--- src/imufp_pkg.sv ---
// Shared types, constants and the scaling function of the IMU frame parser.
`default_nettype none
package imufp_pkg;

  // Frame layout
  localparam int unsigned FRAME_BYTES_DEF = 11;
  localparam int unsigned DATA_LAST       = 7;   // last frame byte that carries data
  localparam logic [7:0]  HDR_BYTE        = 8'h55;
  localparam logic [7:0]  TYPE_ACCEL      = 8'h51;
  localparam logic [7:0]  TYPE_GYRO       = 8'h52;

  // Field widths
  localparam int unsigned RAW_W       = 16;
  localparam int unsigned SCALE_W     = 16;
  localparam int unsigned OUT_W       = 17;
  localparam int unsigned SCALE_SHIFT = 15;

  // Configuration port
  localparam int unsigned CFG_IDX_W = 2;
  localparam logic [CFG_IDX_W-1:0] REG_ACCEL_SCALE = 2'd0;
  localparam logic [CFG_IDX_W-1:0] REG_GYRO_SCALE  = 2'd1;
  localparam logic [SCALE_W-1:0]   ACCEL_SCALE_RST = 16'd40141;
  localparam logic [SCALE_W-1:0]   GYRO_SCALE_RST  = 16'd35744;

  // Queue depths
  localparam int unsigned QUEUE_DEPTH_DEF = 2;
  localparam int unsigned OUT_DEPTH       = 2;

  // One raw sample set handed from the front to the back
  typedef struct packed {
    logic [2:0][RAW_W-1:0] accel;
    logic [2:0][RAW_W-1:0] rate;
  } raw_set_t;

  // One scaled result word
  typedef struct packed {
    logic [2:0][OUT_W-1:0] accel;
    logic [2:0][OUT_W-1:0] rate;
  } sample_t;

  // floor(raw * scale / 2^15): signed raw, unsigned scale, exact in 17 bits
  function automatic logic [OUT_W-1:0] scale_value(input logic [RAW_W-1:0] raw,
                                                   input logic [SCALE_W-1:0] scl);
    logic signed [RAW_W:0]           raw_ext;
    logic signed [SCALE_W:0]         scl_ext;
    logic signed [RAW_W+SCALE_W+1:0] prod;
    raw_ext = $signed({raw[RAW_W-1], raw});
    scl_ext = $signed({1'b0, scl});
    prod    = raw_ext * scl_ext;
    return prod[SCALE_SHIFT+OUT_W-1:SCALE_SHIFT];
  endfunction

endpackage
`default_nettype wire

--- src/imufp_fifo.sv ---
// Small register-based queue used between the parser stages and at the output.
`default_nettype none
module imufp_fifo #(
  parameter int unsigned WIDTH = 8,
  parameter int unsigned DEPTH = 2
) (
  input  wire logic             clk_i,
  input  wire logic             rst_ni,
  input  wire logic             push_i,
  input  wire logic [WIDTH-1:0] wdata_i,
  output logic                  full_o,
  input  wire logic             pop_i,
  output logic [WIDTH-1:0]      rdata_o,
  output logic                  empty_o
);
  localparam int unsigned AW = (DEPTH > 1) ? $clog2(DEPTH) : 1;
  localparam int unsigned CW = $clog2(DEPTH + 1);

  logic [WIDTH-1:0] mem_q [DEPTH];
  logic [AW-1:0]    wr_ptr_q, wr_ptr_d, rd_ptr_q, rd_ptr_d;
  logic [CW-1:0]    count_q, count_d;
  logic             do_push, do_pop;

  assign full_o  = (count_q == CW'(DEPTH));
  assign empty_o = (count_q == '0);
  assign do_push = push_i && !full_o;
  assign do_pop  = pop_i && !empty_o;
  assign rdata_o = mem_q[rd_ptr_q];

  // pointer and fill count update
  always_comb begin
    wr_ptr_d = wr_ptr_q;
    rd_ptr_d = rd_ptr_q;
    count_d  = count_q;
    if (do_push) begin
      wr_ptr_d = (wr_ptr_q == AW'(DEPTH - 1)) ? '0 : wr_ptr_q + 1'b1;
    end
    if (do_pop) begin
      rd_ptr_d = (rd_ptr_q == AW'(DEPTH - 1)) ? '0 : rd_ptr_q + 1'b1;
    end
    if (do_push && !do_pop) begin
      count_d = count_q + 1'b1;
    end else if (do_pop && !do_push) begin
      count_d = count_q - 1'b1;
    end
  end

  always_ff @(posedge clk_i or negedge rst_ni) begin
    if (!rst_ni) begin
      wr_ptr_q <= '0;
      rd_ptr_q <= '0;
      count_q  <= '0;
    end else begin
      wr_ptr_q <= wr_ptr_d;
      rd_ptr_q <= rd_ptr_d;
      count_q  <= count_d;
    end
  end

  // storage, no reset
  always_ff @(posedge clk_i) begin
    if (do_push) begin
      mem_q[wr_ptr_q] <= wdata_i;
    end
  end

endmodule
`default_nettype wire

--- src/imufp_front.sv ---
// Front end: header hunt, frame capture, type decode, sample holds and pairing.
`default_nettype none
module imufp_front #(
  parameter int unsigned FRAME_BYTES = imufp_pkg::FRAME_BYTES_DEF
) (
  input  wire logic          clk_i,
  input  wire logic          rst_ni,
  input  wire logic          byte_vld_i,
  input  wire logic [7:0]    byte_i,
  output logic               set_vld_o,
  output imufp_pkg::raw_set_t set_o
);
  import imufp_pkg::*;

  localparam int unsigned POS_W = $clog2(FRAME_BYTES);

  logic [POS_W-1:0]     pos_q, pos_d;
  logic [7:0]           store_q [DATA_LAST:1];
  logic [7:0]           view    [DATA_LAST:1];
  logic [2:0][RAW_W-1:0] accel_q, accel_d, rate_q, rate_d;
  logic                 accel_seen_q, accel_seen_d, rate_seen_q, rate_seen_d;
  logic                 frame_done;

  // frame bytes as seen this cycle, the incoming byte included
  always_comb begin
    for (int i = 1; i <= DATA_LAST; i++) begin
      view[i] = (pos_q == POS_W'(i)) ? byte_i : store_q[i];
    end
  end

  // position counter: zero while hunting for the header
  always_comb begin
    pos_d      = pos_q;
    frame_done = 1'b0;
    if (byte_vld_i) begin
      if (pos_q == '0) begin
        if (byte_i == HDR_BYTE) begin
          pos_d = POS_W'(1);
        end
      end else if (pos_q == POS_W'(FRAME_BYTES - 1)) begin
        pos_d      = '0;
        frame_done = 1'b1;
      end else begin
        pos_d = pos_q + 1'b1;
      end
    end
  end

  // holds, marks and pairing of accel and gyro sets
  always_comb begin
    accel_d      = accel_q;
    rate_d       = rate_q;
    accel_seen_d = accel_seen_q;
    rate_seen_d  = rate_seen_q;
    set_vld_o    = 1'b0;
    if (frame_done) begin
      case (view[1])
        TYPE_ACCEL: begin
          for (int k = 0; k < 3; k++) begin
            accel_d[k] = {view[3 + 2*k], view[2 + 2*k]};
          end
          accel_seen_d = 1'b1;
        end
        TYPE_GYRO: begin
          for (int k = 0; k < 3; k++) begin
            rate_d[k] = {view[3 + 2*k], view[2 + 2*k]};
          end
          rate_seen_d = 1'b1;
        end
        default: ;
      endcase
      if (accel_seen_d && rate_seen_d) begin
        set_vld_o    = 1'b1;
        accel_seen_d = 1'b0;
        rate_seen_d  = 1'b0;
      end
    end
  end

  assign set_o.accel = accel_d;
  assign set_o.rate  = rate_d;

  always_ff @(posedge clk_i or negedge rst_ni) begin
    if (!rst_ni) begin
      pos_q        <= '0;
      accel_q      <= '0;
      rate_q       <= '0;
      accel_seen_q <= 1'b0;
      rate_seen_q  <= 1'b0;
    end else begin
      pos_q        <= pos_d;
      accel_q      <= accel_d;
      rate_q       <= rate_d;
      accel_seen_q <= accel_seen_d;
      rate_seen_q  <= rate_seen_d;
    end
  end

  // frame byte capture, only the type and data bytes are kept
  always_ff @(posedge clk_i) begin
    for (int i = 1; i <= DATA_LAST; i++) begin
      if (byte_vld_i && pos_q == POS_W'(i)) begin
        store_q[i] <= byte_i;
      end
    end
  end

endmodule
`default_nettype wire

--- src/imufp_back.sv ---
// Back end: scale registers, six scaling lanes and the result queue.
`default_nettype none
module imufp_back (
  input  wire logic                               clk_i,
  input  wire logic                               rst_ni,
  input  wire logic                               cfg_valid_i,
  input  wire logic [imufp_pkg::CFG_IDX_W-1:0]    cfg_index_i,
  input  wire logic [imufp_pkg::SCALE_W-1:0]      cfg_data_i,
  input  wire logic                               set_vld_i,
  input  wire imufp_pkg::raw_set_t                set_i,
  output logic                                    set_pop_o,
  input  wire logic                               pop_i,
  output logic                                    empty_o,
  output imufp_pkg::sample_t                      sample_o
);
  import imufp_pkg::*;

  logic [SCALE_W-1:0] accel_scale_q, gyro_scale_q;
  sample_t            scaled;
  logic               out_full;
  logic [$bits(sample_t)-1:0] out_rdata;

  // scale registers
  always_ff @(posedge clk_i or negedge rst_ni) begin
    if (!rst_ni) begin
      accel_scale_q <= ACCEL_SCALE_RST;
      gyro_scale_q  <= GYRO_SCALE_RST;
    end else if (cfg_valid_i) begin
      case (cfg_index_i)
        REG_ACCEL_SCALE: accel_scale_q <= cfg_data_i;
        REG_GYRO_SCALE:  gyro_scale_q  <= cfg_data_i;
        default: ;
      endcase
    end
  end

  // one multiplier per lane, queue head to result queue
  always_comb begin
    for (int k = 0; k < 3; k++) begin
      scaled.accel[k] = scale_value(set_i.accel[k], accel_scale_q);
      scaled.rate[k]  = scale_value(set_i.rate[k], gyro_scale_q);
    end
  end

  assign set_pop_o = set_vld_i && !out_full;

  imufp_fifo #(
    .WIDTH($bits(sample_t)),
    .DEPTH(OUT_DEPTH)
  ) u_out_q (
    .clk_i  (clk_i),
    .rst_ni (rst_ni),
    .push_i (set_pop_o),
    .wdata_i(scaled),
    .full_o (out_full),
    .pop_i  (pop_i),
    .rdata_o(out_rdata),
    .empty_o(empty_o)
  );

  assign sample_o = out_rdata;

endmodule
`default_nettype wire

--- src/imu_serial_frame_parser.sv ---
// Top level of the IMU serial frame parser: front end, set queue and back end.
//
//   channel  direction  handshake             word
//   input    in         push / full           rx_byte_i
//   result   out        empty / pop           accel_{x,y,z}_o, rate_{x,y,z}_o
//   config   in         cfg_valid / cfg_ready cfg_index_i, cfg_data_i
//
// One byte is taken per cycle while full is low; the front end decodes it in that cycle.
// A completed pair of sets enters the set queue at the edge that takes its
// last byte, moves to the result queue once it heads the set queue and there
// is room, and shows on the result ports once it heads the result queue.
// full follows the set queue only; result stalls back up through it.
// Reset clears the position, the holds, the marks and both queues; cfg_ready is
// always high.
`default_nettype none
module imu_serial_frame_parser #(
  parameter int unsigned FRAME_BYTES = imufp_pkg::FRAME_BYTES_DEF,
  parameter int unsigned Q_DEPTH     = imufp_pkg::QUEUE_DEPTH_DEF
) (
  input  wire logic                            clk_i,
  input  wire logic                            rst_ni,
  input  wire logic                            push,
  output logic                                 full,
  input  wire logic [7:0]                      rx_byte_i,
  input  wire logic                            pop,
  output logic                                 empty,
  output logic [imufp_pkg::OUT_W-1:0]          accel_x_o,
  output logic [imufp_pkg::OUT_W-1:0]          accel_y_o,
  output logic [imufp_pkg::OUT_W-1:0]          accel_z_o,
  output logic [imufp_pkg::OUT_W-1:0]          rate_x_o,
  output logic [imufp_pkg::OUT_W-1:0]          rate_y_o,
  output logic [imufp_pkg::OUT_W-1:0]          rate_z_o,
  input  wire logic                            cfg_valid_i,
  output logic                                 cfg_ready_o,
  input  wire logic [imufp_pkg::CFG_IDX_W-1:0] cfg_index_i,
  input  wire logic [imufp_pkg::SCALE_W-1:0]   cfg_data_i
);
  import imufp_pkg::*;

  logic     byte_vld;
  logic     front_vld;
  raw_set_t front_set;
  logic     q_empty, q_pop;
  logic [$bits(raw_set_t)-1:0] q_rdata;
  raw_set_t q_set;
  sample_t  sample;

  assign byte_vld    = push && !full;
  assign cfg_ready_o = 1'b1;

  imufp_front #(
    .FRAME_BYTES(FRAME_BYTES)
  ) u_front (
    .clk_i     (clk_i),
    .rst_ni    (rst_ni),
    .byte_vld_i(byte_vld),
    .byte_i    (rx_byte_i),
    .set_vld_o (front_vld),
    .set_o     (front_set)
  );

  // decoupling queue between decode and scaling
  imufp_fifo #(
    .WIDTH($bits(raw_set_t)),
    .DEPTH(Q_DEPTH)
  ) u_set_q (
    .clk_i  (clk_i),
    .rst_ni (rst_ni),
    .push_i (front_vld),
    .wdata_i(front_set),
    .full_o (full),
    .pop_i  (q_pop),
    .rdata_o(q_rdata),
    .empty_o(q_empty)
  );

  assign q_set = q_rdata;

  imufp_back u_back (
    .clk_i      (clk_i),
    .rst_ni     (rst_ni),
    .cfg_valid_i(cfg_valid_i),
    .cfg_index_i(cfg_index_i),
    .cfg_data_i (cfg_data_i),
    .set_vld_i  (!q_empty),
    .set_i      (q_set),
    .set_pop_o  (q_pop),
    .pop_i      (pop),
    .empty_o    (empty),
    .sample_o   (sample)
  );

  assign accel_x_o = sample.accel[0];
  assign accel_y_o = sample.accel[1];
  assign accel_z_o = sample.accel[2];
  assign rate_x_o  = sample.rate[0];
  assign rate_y_o  = sample.rate[1];
  assign rate_z_o  = sample.rate[2];

endmodule
`default_nettype wire

--- config.mk ---
export PLATFORM = sky130hd
export DESIGN_NAME = imu_serial_frame_parser
export DESIGN_NICKNAME = d
export VERILOG_FILES = /design/src/imufp_pkg.sv /design/src/imufp_fifo.sv /design/src/imufp_front.sv /design/src/imufp_back.sv /design/src/imu_serial_frame_parser.sv
export SDC_FILE = /design/constraint.sdc
export NUM_CORES = 2
export LEC_CHECK = 0
export BUFFER_PORTS_ARGS = -buffer_cell sky130_fd_sc_hd__buf_2
export CORE_ASPECT_RATIO = 0.75
export CORE_UTILIZATION = 40
export DETAILED_ROUTE_END_ITERATION = 7
export PLACE_DENSITY = 0.56
export SETUP_SLACK_MARGIN = 0.05
export SLEW_MARGIN = 20
export SYNTH_ARGS = -nofsm -noshare
export SYNTH_HDL_FRONTEND = slang
export SYNTH_HIERARCHICAL = 1
export SYNTH_SLANG_ARGS = --single-unit
--- constraint.sdc ---
create_clock -name clk_i -period 7.88 [get_ports clk_i]
set_input_delay 0.788 -clock clk_i [delete_from_list [all_inputs] [get_ports clk_i]]
set_output_delay 0.788 -clock clk_i [all_outputs]
set_load 0.03 [all_outputs]
==> metrics.txt <==
overall routing resource usage=between 20% and 30%; Post-synth EDFFs=452; Design Area, Final=77900 um^2; clk_skew=approximately 0.021 ns; Die Footprint=about 180000 um^2; first-pass GRT wire length=288000 um; CTS Sinks=594; Worst-Skew Late Latency=0.69 ns; fin nets=between 8000 and 9000; Root Buffer=clkbuf_16; grt ovf=0; Crit Path Category=register to register; max frequency=0.134 GHz; GP Congestion=0.874; met1 track demand over resource=29.7%; Worst setup SP type=register; DP Area=75600 um^2; slew margin rel.=30.5%; CTS Buf Count=67; outcome=finished clean; sw power=approximately 0.0052 W; via count=45900; die extent in y=370 um; cells after synthesis=6798; gr busiest metal=met2; # IOs=136; pwr dens=165 nW/um^2; global-route met2 utilization=a little under a third; Final Cycle Share=94.8%; Setup TNS=0 ns; htree depth=3; CP peak stage delay=0.55 ns; Crit Path Max Fanout=32; Clock Pin Slew Worst Setup and Hold Paths=0.06 ns; Pwr Total=approximately 0.013 W; synth warn=6; syn_area_per_cell=10.6 um^2; Int Pwr=between 0.007 and 0.008 W; crit path cell chain=buf_12, mux2_2, and2_1, fa_1, inv_1, fa_1, fa_1, inv_1, fa_1, fa_1, inv_1, fa_1, inv_1, ha_1, and4_4, and4_4, a311oi_2, a21oi_2, a311oi_4, o32ai_2, and4_4, nor3_1; CTS tree=done; drt total wl=182000 um; worst min path class=input pin to async pin; most used cell, CP=fa_1; Seq cells post-synth=approximately 590; DRT Pass-1 Iters=5; RSZ-0062 raised after global routing=no; Crit-path slowest cell=dfrtp_4; row cnt=134; Peak VDD IR=about 0.2 mV; vias in the first global route=49600; Remaining DRCs=0; Post-DRT Antenna Nets=0; crit path DAT=7.93 ns; pin count of the biggest net entering global routing=75; ys async rst share=a little under a quarter; Buf/Inv on CP=5; total of max-cap violations=0; initial drt markers=2544; Clock Tree Buf Depth=3; Final Setup Violations=0; Hold-fix buffers, CTS=0; Cell variety after synth=83; ys flop type=edfxtp_1; Synth Cell Area=72300 um^2; Syn-to-layout area delta=7.75%; Slew @ Worst Pin=1.04 ns; Critical Path RT=~8.3 ns; CP Capture Type=register; Clk pwr share=25.2%; Core Area=179000 um^2; Initial Utilization=around 40%; combinational share of power=around 39%; Vias/cell=4.97; max-slew violations=0; WL per Instance=19.7 um; syn_nets=8673; final period demand of the worst path=7.47 ns; register share of total power=between 30% and 40%; Seq/Total Area, Yosys=23.7%; Switching Share=approximately 40%; share of cells above drive strength 1=between 10% and 20%; antenna violations before repair=15; P_leak=38.7 nW; port bufs=between 100 and 150; delay-heaviest family, CP=adder cells; count of final hold-check violations=0; routing usage on met3=between 3 and 4%; Die X=approximately 500 um; HPWL after detailed placement=140000 um
## power groups by stage
stage | Clock, W | Sequential, W | Combinational (W)
finish | 0.00324 | 0.00465 | 0.00499
global route | 0.00346 | 0.00473 | 0.00541
CTS | 0.00336 | 0.00466 | 0.00509
detailed placement | 0 | 0.00471 | 0.00505
global placement | 0 | 0.00469 | 0.00501
floorplan | 0 | 0.00448 | 0.00346
## metal layers
metal,wire [um],part of all wire (%)
met5,38,0.021
met2,79400,44
met1,87100,48
met4,4870,2.7
met3,10900,6.0
## state kept, by name (all words and copies together), names as in the netlist, 2 cells and up
register and cells:
u_set_q/mem_q 192, u_back/accel_scale_q 16, u_front/store_q 56, u_back/u_out_q/count_q 2, u_back/u_out_q/mem_q 204, u_front/rate_q 48, u_front/accel_q 48, u_front/pos_q 4
u_set_q/count_q 2, u_back/gyro_scale_q 16
## area by class of cell
type | count | area, um^2
multi-input combinational | 4475 | 48500
fill | 16900 | 101000
inverter | 1428 | 5360
clock buffer | 85 | 1800
timing repair buffer | 228 | 1600
sequential | 594 | 17200
antenna | 6 | 15.0
clock inverter | 38 | 434
tap | 2380 | 2980
## kinds of logic (layout without fill, tap and decap cells)
group,count (synthesis),in the layout,synth area share (%)
AO/OA/AOI/OAI,317,317,2.89
XOR/XNOR,129,129,1.56
adder cells (fa/ha/maj),1844,1844,44.0
buffers and inverters,1729,1779,9.22
flip-flops,594,594,23.7
multiplexers,375,375,6.06
other,1,7,0.00519
AND/OR/NAND/NOR,1809,1809,12.6
## per-stage QoR
step	hold WS, ns	util, %	setup slack [ns]	std cells
2_1_floorplan	0.461	-	1.15	6798
3_3_place_gp	0.485	42.3	0.418	9104
3_5_place_dp	0.492	42.3	0.317	9105
4_1_cts	0.151	43.5	0.290	9228
5_1_grt	0.178	43.6	0.0519	9230
6_report	0.134	43.6	0.413	9234
## synth_stat cells, types with 15 or more instances
cell type  count  area (um^2)
inv_1       1425         5350
fa_1        1158        23200
nand2_1      812         3050
and2_1       697         4360
ha_1         686         8580
edfxtp_1     452        13600
mux2_2       318         3580
clkbuf_1     258          968
dfrtp_1      127         3180
nor2_1       112          420
a21oi_1       98          490
xnor2_1       92          806
a21o_1        54          405
o21ai_0       54          270
nand2b_1      46          288
mux2_4        41          616
xor2_1        37          324
nand3_1       29          145
nand4_1       23          144
nor2b_1       22          138
buf_2         17         85.1
buf_6         17          191
dfstp_2       15          394
mux2_1        15          169
## final timing paths
kind / from / end / depth (start not counted) / slack (ns)
max: u_set_q/rd_ptr_q / u_back/u_out_q/mem_q[0][33] / 22 / 0.41
min: rst_ni / u_front/accel_q[21] / 1 / 0.13
max reg2reg: u_set_q/rd_ptr_q / u_back/u_out_q/mem_q[0][33] / 22 / 0.41
min reg2reg: u_front/accel_q[46] / u_front/accel_q[46] / 1 / 0.50
max in group asynchronous: rst_ni / u_back/accel_scale_q[4] / 2 / 6.19
min in group clk_i: cfg_data_i[5] / u_back/gyro_scale_q[5] / 2 / 0.48
## placed cells by master (no fill, tap or decap), types with 97 or more instances in the layout
cell type	netlist	routed
edfxtp_1	452	452
mux2_2	318	318
buf_2	17	133
nand2_1	812	812
ha_1	686	686
fa_1	1158	1158
a21oi_1	98	97
dfrtp_1	127	124
nor2_1	112	110
inv_1	1425	1425
and2_1	697	697
## timing repair
action / CTS / global route
hold endpoints to repair: 0 / 0
buffers inserted: 0 / 0
gates resized for setup: 0 / 2
endpoints found under the setup margin: 0 / 6
No activity file was read; power rests on OpenSTA's default activity.
